[src/hw/rtl/cnti_pkg.sv]
// Shared types, constants and helper functions of the numeral parser.
package cnti_pkg;

  // Default depth of the token store
  localparam int MAX_TOKENS_DEF = 16;

  localparam int VALUE_W  = 54;
  localparam int STATUS_W = 2;
  localparam int CODE_W   = 4;
  localparam int ADDEND_W = 10;

  // Result status codes
  localparam logic [STATUS_W-1:0] STATUS_OK   = 2'd0;
  localparam logic [STATUS_W-1:0] STATUS_NONE = 2'd1;
  localparam logic [STATUS_W-1:0] STATUS_LONG = 2'd2;

  // Token codes of the two units
  localparam logic [CODE_W-1:0] CODE_TEN  = 4'd10;
  localparam logic [CODE_W-1:0] CODE_HUND = 4'd11;

  // Pending unit during the right-to-left walk
  localparam logic [1:0] PEND_NONE = 2'd0;
  localparam logic [1:0] PEND_TEN  = 2'd1;
  localparam logic [1:0] PEND_HUND = 2'd2;

  // UTF-8 byte sequences of zero..nine, ten, hundred
  localparam logic [23:0] NUMERAL_SEQ [12] = '{
    24'hE99BB6, 24'hE4B880, 24'hE4BA8C, 24'hE4B889, 24'hE59B9B, 24'hE4BA94,
    24'hE585AD, 24'hE4B883, 24'hE585AB, 24'hE4B99D, 24'hE58D81, 24'hE799BE
  };

  typedef struct packed {
    logic              hit;
    logic [CODE_W-1:0] code;
  } match_t;

  typedef struct packed {
    logic              en;
    logic [CODE_W-1:0] code;
  } tok_wr_t;

  typedef struct packed {
    logic unit_seen;
    logic too_long;
  } scan_flags_t;

  // Look up a three-byte sequence in the numeral table
  function automatic match_t match_numeral(input logic [23:0] seq);
    match_t m;
    m.hit  = 1'b0;
    m.code = '0;
    for (int k = 0; k < 12; k++) begin
      if (seq == NUMERAL_SEQ[k]) begin
        m.hit  = 1'b1;
        m.code = CODE_W'(k);
      end
    end
    return m;
  endfunction

  // Amount one walk step adds, given the pending unit and the token
  function automatic logic [ADDEND_W-1:0] walk_addend(input logic [1:0] pend,
                                                     input logic [CODE_W-1:0] tok);
    logic [ADDEND_W-1:0] scale;
    logic [ADDEND_W-1:0] r;
    scale = (pend == PEND_TEN) ? ADDEND_W'(10) : ADDEND_W'(100);
    if (pend == PEND_NONE) begin
      r = (tok < CODE_TEN) ? ADDEND_W'(tok) : '0;
    end else if (tok < CODE_TEN) begin
      r = ADDEND_W'(tok) * scale;
    end else begin
      r = scale;
    end
    return r;
  endfunction

  // Pending unit left behind by a token
  function automatic logic [1:0] walk_pending(input logic [CODE_W-1:0] tok);
    logic [1:0] p;
    case (tok)
      CODE_TEN:  p = PEND_TEN;
      CODE_HUND: p = PEND_HUND;
      default:   p = PEND_NONE;
    endcase
    return p;
  endfunction

endpackage

[src/hw/rtl/cnti_if.sv]
// Valid/ready channel interfaces for string bytes and parse results.
interface cnti_in_if;
  logic       valid;
  logic       ready;
  logic [7:0] char_byte;
  logic       last_byte;

  modport source (output valid, output char_byte, output last_byte, input ready);
  modport sink   (input valid, input char_byte, input last_byte, output ready);
endinterface

interface cnti_out_if;
  logic                          valid;
  logic                          ready;
  logic [cnti_pkg::VALUE_W-1:0]  value;
  logic [cnti_pkg::STATUS_W-1:0] status;

  modport source (output valid, output value, output status, input ready);
  modport sink   (input valid, input value, input status, output ready);
endinterface

[src/hw/rtl/chinese_numeral_to_integer_top.sv]
// Top level of the numeral parser: scanner, token store and walk sequencer.
// Bytes are taken one per cycle while scanning. After the last byte of a
// string the block holds ready low while one shared adder steps through the
// stored run, one token per cycle from the token store's single read port:
// a run that holds a ten or hundred ends with a step that adds any unit left
// pending, and a string with no numeral or with a run too long goes straight
// to the output register. The result then waits in the output register until
// taken, and the next string starts the cycle after. Runs beyond MAX_TOKENS
// tokens report status 2.
module chinese_numeral_to_integer_top #(
  parameter int MAX_TOKENS = cnti_pkg::MAX_TOKENS_DEF
) (
  input  logic              clk,
  input  logic              rst_n,
  cnti_in_if.sink           in_ch,
  cnti_out_if.source        out_ch
);

  localparam int AW = $clog2(MAX_TOKENS);
  localparam int CW = $clog2(MAX_TOKENS + 1);
  localparam int VW = cnti_pkg::VALUE_W;

  typedef enum logic [3:0] {
    ST_SCAN = 4'b0001,
    ST_RUN  = 4'b0010,
    ST_FIN  = 4'b0100,
    ST_OUT  = 4'b1000
  } state_t;

  state_t                         state_r;
  logic                           acc;
  cnti_pkg::tok_wr_t              wr;
  logic [AW-1:0]                  wr_addr;
  logic [CW-1:0]                  count_nxt;
  cnti_pkg::scan_flags_t          flags_nxt;
  logic [cnti_pkg::CODE_W-1:0]    rd_tok;
  logic                           walk_r;
  logic [AW-1:0]                  iss_idx_r;
  logic [CW-1:0]                  iss_left_r;
  logic [CW-1:0]                  proc_left_r;
  logic                           rd_vld_r;
  logic [VW-1:0]                  acc_r;
  logic [1:0]                     pend_r;
  logic [VW-1:0]                  value_r;
  logic [cnti_pkg::STATUS_W-1:0]  status_r;
  logic [cnti_pkg::ADDEND_W-1:0]  addend;
  logic                           mul10;
  logic [VW-1:0]                  sum;

  assign in_ch.ready   = (state_r == ST_SCAN);
  assign acc           = in_ch.valid && in_ch.ready;
  assign out_ch.valid  = (state_r == ST_OUT);
  assign out_ch.value  = value_r;
  assign out_ch.status = status_r;

  cnti_scan #(.MAX_TOKENS(MAX_TOKENS)) u_scan (
    .clk       (clk),
    .rst_n     (rst_n),
    .acc       (acc),
    .char_byte (in_ch.char_byte),
    .last_byte (in_ch.last_byte),
    .wr        (wr),
    .wr_addr   (wr_addr),
    .count_nxt (count_nxt),
    .flags_nxt (flags_nxt)
  );

  cnti_tok_mem #(.DEPTH(MAX_TOKENS)) u_mem (
    .clk     (clk),
    .we      (wr.en),
    .waddr   (wr_addr),
    .wdata   (wr.code),
    .raddr   (iss_idx_r),
    .rdata_r (rd_tok)
  );

  // Select the operands of the shared unit
  always_comb begin
    if (state_r == ST_FIN) begin
      addend = cnti_pkg::walk_addend(pend_r, cnti_pkg::CODE_TEN);
      mul10  = 1'b0;
    end else if (walk_r) begin
      addend = cnti_pkg::walk_addend(pend_r, rd_tok);
      mul10  = 1'b0;
    end else begin
      addend = cnti_pkg::ADDEND_W'(rd_tok);
      mul10  = 1'b1;
    end
  end

  cnti_alu u_alu (
    .acc    (acc_r),
    .addend (addend),
    .mul10  (mul10),
    .sat    (mul10),
    .sum    (sum)
  );

  // Sequence the scan, the token walk and the result handoff
  always_ff @(posedge clk) begin
    if (!rst_n) begin
      state_r     <= ST_SCAN;
      walk_r      <= 1'b0;
      iss_idx_r   <= '0;
      iss_left_r  <= '0;
      proc_left_r <= '0;
      rd_vld_r    <= 1'b0;
      acc_r       <= '0;
      pend_r      <= cnti_pkg::PEND_NONE;
    end else begin
      case (state_r)
        ST_SCAN: begin
          if (acc && in_ch.last_byte) begin
            if (count_nxt == '0) begin
              value_r  <= '0;
              status_r <= cnti_pkg::STATUS_NONE;
              state_r  <= ST_OUT;
            end else if (flags_nxt.too_long) begin
              value_r  <= '0;
              status_r <= cnti_pkg::STATUS_LONG;
              state_r  <= ST_OUT;
            end else begin
              walk_r      <= flags_nxt.unit_seen;
              iss_idx_r   <= flags_nxt.unit_seen ? AW'(count_nxt - CW'(1)) : '0;
              iss_left_r  <= count_nxt;
              proc_left_r <= count_nxt;
              rd_vld_r    <= 1'b0;
              acc_r       <= '0;
              pend_r      <= cnti_pkg::PEND_NONE;
              state_r     <= ST_RUN;
            end
          end
        end
        ST_RUN: begin
          // Issue the next read
          if (iss_left_r != '0) begin
            rd_vld_r   <= 1'b1;
            iss_left_r <= iss_left_r - CW'(1);
            iss_idx_r  <= walk_r ? iss_idx_r - AW'(1) : iss_idx_r + AW'(1);
          end else begin
            rd_vld_r <= 1'b0;
          end
          // Fold in the token read last cycle
          if (rd_vld_r) begin
            acc_r       <= sum;
            pend_r      <= cnti_pkg::walk_pending(rd_tok);
            proc_left_r <= proc_left_r - CW'(1);
            if (proc_left_r == CW'(1)) begin
              if (walk_r) begin
                state_r <= ST_FIN;
              end else begin
                value_r  <= sum;
                status_r <= cnti_pkg::STATUS_OK;
                state_r  <= ST_OUT;
              end
            end
          end
        end
        ST_FIN: begin
          // Add a unit left pending at the start of the run
          value_r  <= sum;
          status_r <= cnti_pkg::STATUS_OK;
          state_r  <= ST_OUT;
        end
        ST_OUT: begin
          if (out_ch.ready) begin
            state_r <= ST_SCAN;
          end
        end
        default: state_r <= ST_SCAN;
      endcase
    end
  end

endmodule

[src/hw/rtl/cnti_tok_mem.sv]
// Token store: one write port, one registered read port.
module cnti_tok_mem #(
  parameter int DEPTH = cnti_pkg::MAX_TOKENS_DEF
) (
  input  logic                        clk,
  input  logic                        we,
  input  logic [$clog2(DEPTH)-1:0]    waddr,
  input  logic [cnti_pkg::CODE_W-1:0] wdata,
  input  logic [$clog2(DEPTH)-1:0]    raddr,
  output logic [cnti_pkg::CODE_W-1:0] rdata_r
);

  logic [cnti_pkg::CODE_W-1:0] mem [DEPTH];

  // Write a token code
  always_ff @(posedge clk) begin
    if (we) begin
      mem[waddr] <= wdata;
    end
  end

  // Read one entry a cycle
  always_ff @(posedge clk) begin
    rdata_r <= mem[raddr];
  end

endmodule

[src/hw/rtl/cnti_scan.sv]
// Byte scanner: finds the numeral run and writes its tokens to the store.
module cnti_scan #(
  parameter int MAX_TOKENS = cnti_pkg::MAX_TOKENS_DEF
) (
  input  logic                               clk,
  input  logic                               rst_n,
  input  logic                               acc,
  input  logic [7:0]                         char_byte,
  input  logic                               last_byte,
  output cnti_pkg::tok_wr_t                  wr,
  output logic [$clog2(MAX_TOKENS)-1:0]      wr_addr,
  output logic [$clog2(MAX_TOKENS+1)-1:0]    count_nxt,
  output cnti_pkg::scan_flags_t              flags_nxt
);

  localparam int AW = $clog2(MAX_TOKENS);
  localparam int CW = $clog2(MAX_TOKENS + 1);

  typedef enum logic [2:0] {
    PH_SEARCH = 3'b001,
    PH_RUN    = 3'b010,
    PH_END    = 3'b100
  } phase_t;

  logic [15:0]          window_r;
  phase_t               phase_r, phase_nxt;
  logic [1:0]           off_r, off_nxt;
  logic [CW-1:0]        count_r;
  cnti_pkg::scan_flags_t flags_r;
  logic [23:0]          seq;
  cnti_pkg::match_t     m;
  logic                 add;
  logic                 room;

  assign seq  = {window_r, char_byte};
  assign m    = cnti_pkg::match_numeral(seq);
  assign room = (count_r < CW'(MAX_TOKENS));

  // Advance the scan phase and token bookkeeping for this byte
  always_comb begin
    phase_nxt = phase_r;
    off_nxt   = off_r;
    count_nxt = count_r;
    flags_nxt = flags_r;
    add       = 1'b0;
    if (phase_r != PH_END && char_byte == 8'h00) begin
      phase_nxt = PH_END;
    end else begin
      case (phase_r)
        PH_SEARCH: begin
          if (m.hit) begin
            add       = 1'b1;
            phase_nxt = PH_RUN;
            off_nxt   = 2'd0;
          end
        end
        PH_RUN: begin
          if (off_r >= 2'd2) begin
            if (m.hit) begin
              add     = 1'b1;
              off_nxt = 2'd0;
            end else begin
              phase_nxt = PH_END;
            end
          end else begin
            off_nxt = off_r + 2'd1;
          end
        end
        default: ;
      endcase
    end
    if (add) begin
      if (m.code >= cnti_pkg::CODE_TEN) begin
        flags_nxt.unit_seen = 1'b1;
      end
      if (room) begin
        count_nxt = count_r + CW'(1);
      end else begin
        flags_nxt.too_long = 1'b1;
      end
    end
  end

  assign wr.en   = acc && add && room;
  assign wr.code = m.code;
  assign wr_addr = count_r[AW-1:0];

  // Update on each accepted byte; drop everything after the last byte
  always_ff @(posedge clk) begin
    if (!rst_n) begin
      window_r <= '0;
      phase_r  <= PH_SEARCH;
      off_r    <= '0;
      count_r  <= '0;
      flags_r  <= '0;
    end else if (acc) begin
      if (last_byte) begin
        window_r <= '0;
        phase_r  <= PH_SEARCH;
        off_r    <= '0;
        count_r  <= '0;
        flags_r  <= '0;
      end else begin
        window_r <= seq[15:0];
        phase_r  <= phase_nxt;
        off_r    <= off_nxt;
        count_r  <= count_nxt;
        flags_r  <= flags_nxt;
      end
    end
  end

endmodule

[src/hw/rtl/cnti_alu.sv]
// Shared accumulate unit: acc or acc*10, plus a small addend, optional saturation.
module cnti_alu (
  input  logic [cnti_pkg::VALUE_W-1:0]  acc,
  input  logic [cnti_pkg::ADDEND_W-1:0] addend,
  input  logic                          mul10,
  input  logic                          sat,
  output logic [cnti_pkg::VALUE_W-1:0]  sum
);

  localparam int VW = cnti_pkg::VALUE_W;
  localparam int SW = VW + 4;

  logic [SW-1:0] base;
  logic [SW-1:0] total;

  // Scale by ten with shifts, then add
  assign base  = mul10 ? (({4'b0, acc} << 3) + ({4'b0, acc} << 1)) : {4'b0, acc};
  assign total = base + SW'(addend);

  // Clamp to the value range when saturating
  assign sum = (sat && total[SW-1:VW] != '0) ? '1 : total[VW-1:0];

endmodule

[src/flat_wrapper.sv]
// flat-port wrapper written by rule: the top's interface ports become plain ports
module chinese_numeral_to_integer_top_flat 
#(
  parameter int MAX_TOKENS = cnti_pkg::MAX_TOKENS_DEF
)
  (clk, rst_n, in_ch_valid, in_ch_char_byte, in_ch_last_byte, in_ch_ready, out_ch_valid, out_ch_value, out_ch_status, out_ch_ready);
  cnti_in_if in_ch_i ();
  cnti_out_if out_ch_i ();
  input  logic clk;
  input  logic rst_n;
  input wire logic [$bits(in_ch_i.valid)-1:0] in_ch_valid;
  input wire logic [$bits(in_ch_i.char_byte)-1:0] in_ch_char_byte;
  input wire logic [$bits(in_ch_i.last_byte)-1:0] in_ch_last_byte;
  output wire logic [$bits(in_ch_i.ready)-1:0] in_ch_ready;
  output wire logic [$bits(out_ch_i.valid)-1:0] out_ch_valid;
  output wire logic [$bits(out_ch_i.value)-1:0] out_ch_value;
  output wire logic [$bits(out_ch_i.status)-1:0] out_ch_status;
  input wire logic [$bits(out_ch_i.ready)-1:0] out_ch_ready;
  assign in_ch_i.valid = in_ch_valid;
  assign in_ch_i.char_byte = in_ch_char_byte;
  assign in_ch_i.last_byte = in_ch_last_byte;
  assign in_ch_ready = in_ch_i.ready;
  assign out_ch_valid = out_ch_i.valid;
  assign out_ch_value = out_ch_i.value;
  assign out_ch_status = out_ch_i.status;
  assign out_ch_i.ready = out_ch_ready;
  chinese_numeral_to_integer_top #(.MAX_TOKENS(MAX_TOKENS)) u_core (.clk(clk), .rst_n(rst_n), .in_ch(in_ch_i), .out_ch(out_ch_i));
endmodule
[config.mk]
export PLATFORM = sky130hd
export DESIGN_NAME = chinese_numeral_to_integer_top_flat
export DESIGN_NICKNAME = d
export VERILOG_FILES = /design/src/hw/rtl/cnti_pkg.sv /design/src/hw/rtl/cnti_if.sv /design/src/hw/rtl/chinese_numeral_to_integer_top.sv /design/src/hw/rtl/cnti_tok_mem.sv /design/src/hw/rtl/cnti_scan.sv /design/src/hw/rtl/cnti_alu.sv /design/src/flat_wrapper.sv
export SDC_FILE = /design/constraint.sdc
export NUM_CORES = 1
export LEC_CHECK = 0
export BUFFER_PORTS_ARGS = -buffer_cell sky130_fd_sc_hd__buf_4
export CORE_ASPECT_RATIO = 1.5
export CORE_MARGIN = 2
export CORE_UTILIZATION = 40
export CTS_BUF_LIST = sky130_fd_sc_hd__clkbuf_8
export DETAILED_ROUTE_END_ITERATION = 8
export GPL_TIMING_DRIVEN = 0
export HOLD_SLACK_MARGIN = 0.15
export SYNTH_ARGS = -nofsm -noshare
export SYNTH_HDL_FRONTEND = slang
export SYNTH_HIERARCHICAL = 1
export SYNTH_SLANG_ARGS = --single-unit
[constraint.sdc]
create_clock -name clk -period 10.3 [get_ports clk]
set_input_delay 1.545 -clock clk [delete_from_list [all_inputs] [get_ports clk]]
set_output_delay 1.545 -clock clk [all_outputs]
set_load 0.02 [all_outputs]
==> run_results.csv <==
group,metric,value,unit
grt,grt_pass1_wl,94700,um
timing,fin_crit_sh,95.5,%
floorplan,initial_core_util,40.4,%
logic_synthesis,synth_cell_type_count,122,
floorplan,placementRows,95,
drt,finalWirelength,62300,um
placement,hpwlAfterDp,49800,um
timing,finalSetupViolations,0,
pwr,swShare,29.2,%
drt,final_antenna_net_count,0,
timing,max_freq,0.102,GHz
setup_path,cp-end-kind,"flop",
logic_synthesis,postSynthAreaPerCell,8.83,um2
grt,first_global_vias,16700,
cts,clockBufferDepth,3,
cells_and_area,final_util,45.1,%
logic_synthesis,synth_area_leaders,"edfxtp_1 20%, dfxtp_1 12%, ha_1 5.8%, a21oi_1 5.4%, nand2_1 4.5%",
grt,antenna_found_initial,1,
cells_and_area,mostFrequentLayoutCells,"214 x nand2_1, 194 x a21oi_1, 120 x edfxtp_1",
drt,drt_pass1_iterations,6,
timing,tightest_slew,1.26,ns
logic_synthesis,synth.top_cell.area_share,20.0,%
floorplan,die_height,264,um
logic_synthesis,syn_inst,2038,
floorplan,core,44600,um2
run_status,status,"finished clean",
setup_path,cp.arrival,10.14,ns
cells_and_area,drive_above_1_share,15.3,%
drt,drcViolationCount,0,
timing,rsz0062_at_grt,"no",
cts,cts_tree,"done",
timing,drv_slew,0,
logic_synthesis,yosysTopAreaCell,"edfxtp_1",
grt,grt_use_total,26.3,%
cts,cts_made_buffers,40,
cts,cts.htree.levels,2,
logic_synthesis,synth_area,18000,um2
setup_path,startpoint_type,"flop",
logic_synthesis,ys.flop_type,"edfxtp_1",
pwr,comb_power_share,17.2,%
pwr,seqPwrFrac,46.3,%
cells_and_area,area_growth,11.8,%
pwr,p_per_area,116,nW/um2
floorplan,die_w,177,um
pwr,power_frac_clock,36.5,%
min_path,min_path_type,"flop to flop",
pwr,p_int,1.65,mW
logic_synthesis,yosysWarnings,6,
cts,hold_buffers,0,
grt,grt_max_degree,17,
logic_synthesis,yosys_register_bits,228,
timing,hold_viol,0,
cts,clk_pin_slew,0.06,ns
cts,root_buffer,"clkbuf_8",
pwr,vdd_drop_max,0.000115,V
drt,wire_per_inst,22.5,um
floorplan,dieArea,46700,um2
setup_path,cp_max_fo,19,
setup_path,path_class,"flop to flop",
cells_and_area,nNetsFinal,2258,
drt,drt-initial-drc-count,1135,
floorplan,io-pin-count,71,
placement,portBuffers,69,
cts,clkLatencyLatePin,0.58,ns
timing,slew_headroom,15.3,%
cells_and_area,fin_area,20100,um2
logic_synthesis,async_flop_share,0,%
placement,placed_area,19300,um2
drt,via_count,16700,
grt,grt-ovfl-total,0,
run,maxCapViolations,0,
cts,post-cts-setup-buffers,0,
logic_synthesis,synth_edf_count,120,
logic_synthesis,ys_seq_area_share,32.0,%
timing,min_period,9.83,ns
setup_path,cp.required,10.61,ns
cts,cts.sinks,228,
drt,vias_per_cell,6.04,
cells_and_area,layout_commonest_cell,"nand2_1",
pwr,power.static_leakage,7.96,nW
placement,gp_congestion,0.985,
pwr,switching_power,0.679,mW
timing,skew,0.0307,ns
-- final cells by class --
cell class,count,area [um2]
diodes,1,2.50
plain buffers,119,638
clock buffers,43,592
clock inverters,30,206
fillers,4340,24500
inverters,39,146
multi-input cells,1653,11500
flip-flops and latches,228,5770
well taps,582,728
repair buffers,75,578
-- state kept, by name, summed over array words and instances, names as in the netlist, 3 cells and up --
| name | count |
|---|---|
| u_core/u_scan/count_r | 5 |
| u_core/acc_r | 54 |
| u_core/iss_idx_r | 4 |
| u_core/out_ch.value | 54 |
| u_core/u_mem/mem | 64 |
| u_core/state_r | 4 |
| u_core/proc_left_r | 5 |
| u_core/u_scan/window_r | 16 |
| u_core/u_scan/phase_r | 3 |
| u_core/iss_left_r | 5 |
| u_core/u_mem/rdata_r | 4 |
-- power groups by stage --
stage	Clock, mW	Combinational, mW	Sequential, mW
after floorplan	0	0.129	1.19
after global placement	0	0.384	1.11
after detailed placement	0	0.405	1.10
after CTS	0.873	0.405	1.08
after global routing	0.910	0.427	1.09
final	0.849	0.401	1.08
-- stage by stage --
step / setup slack, ns / hold slack [ns] / std cells / setup TNS (ns) / power, mW
after global routing: 0.430 / 0.492 / 2770 / 0 / 2.42
after CTS: 0.231 / 0.467 / 2770 / 0 / 2.36
after detailed placement: 0.00198 / 0.456 / 2697 / 0 / 1.50
after floorplan: 1.66 / 0.431 / 2040 / 0 / 1.31
after global placement: -1.50 / 0.449 / 2691 / -83.73 / 1.50
final: 0.466 / 0.463 / 2770 / 0 / 2.33
-- synth_stat cells (20+ instances only) --
master	instances
a21oi_1	194
dfxtp_1	108
nor2_1	113
o211ai_1	23
clkbuf_1	62
a22oi_1	21
buf_2	34
ha_1	83
nand3_2	51
nor4_1	24
xnor2_1	39
and3_1	20
nor3_1	46
and2_1	74
nor2b_1	43
and4_1	27
a21o_1	34
nand2_1	214
inv_1	35
nand4_1	40
o21ai_0	72
edfxtp_1	120
xor2_1	41
nand3_1	106
-- final timing paths --
path | startpoint | end | slack (ns) | cells past startpoint
max | u_core/walk_r | u_core/out_ch.value[10] | 0.47 | 22
min | u_core/u_scan/off_r[0] | u_core/u_scan/off_r[0] | 0.46 | 1
max reg2reg | u_core/walk_r | u_core/out_ch.value[10] | 0.47 | 22
min reg2reg | u_core/u_scan/off_r[0] | u_core/u_scan/off_r[0] | 0.46 | 1
-- timing repair --
action                     CTS  global route
pin swaps                    0             0
cloned                       0             0
setup endpoints to repair    3             3
resized for setup            1             0
-- routing by layer --
metal  wire (um)  global-route usage, %  part of all wire, %  vias up
met5           0                      0                    0        -
met4        4520                   17.2                  7.3        0
met3        2380                   2.85                  3.8      202
met2       33600                   50.2                   54      545
met1       21800                   26.4                   35     8056
li1            -                      -                    -     7932
-- cells by family after synthesis --
group	after synthesis	synth area share, %
simple gates	882	28.1
compound gates	552	21.1
flops	228	32.0
buf+inv	159	4.37
fa+ha+maj	89	6.44
xor+xnor	80	3.89
mux	46	4.04
other cells	2	0.0417
-- worst max-delay path: stages, from the launching register on --
cell and delay (ns):
dfxtp_1 0.40, clkbuf_1 0.29, nor2_1 0.54, buf_2 0.42, buf_2 0.53, clkbuf_1 0.66, buf_1 0.64, clkbuf_2 0.49
clkbuf_1 0.68, mux2_2 0.44, ha_1 0.33, a21oi_1 0.10, o21bai_1 0.23, o32a_1 0.34, a21o_1 0.28, o211ai_1 0.32
nor4_1 0.39, nand4_1 0.60, or4_4 0.66, o221ai_4 0.47, buf_4 0.33, nand3_2 0.17, and2_1 0.20
Power figures use the tool's default switching activity.
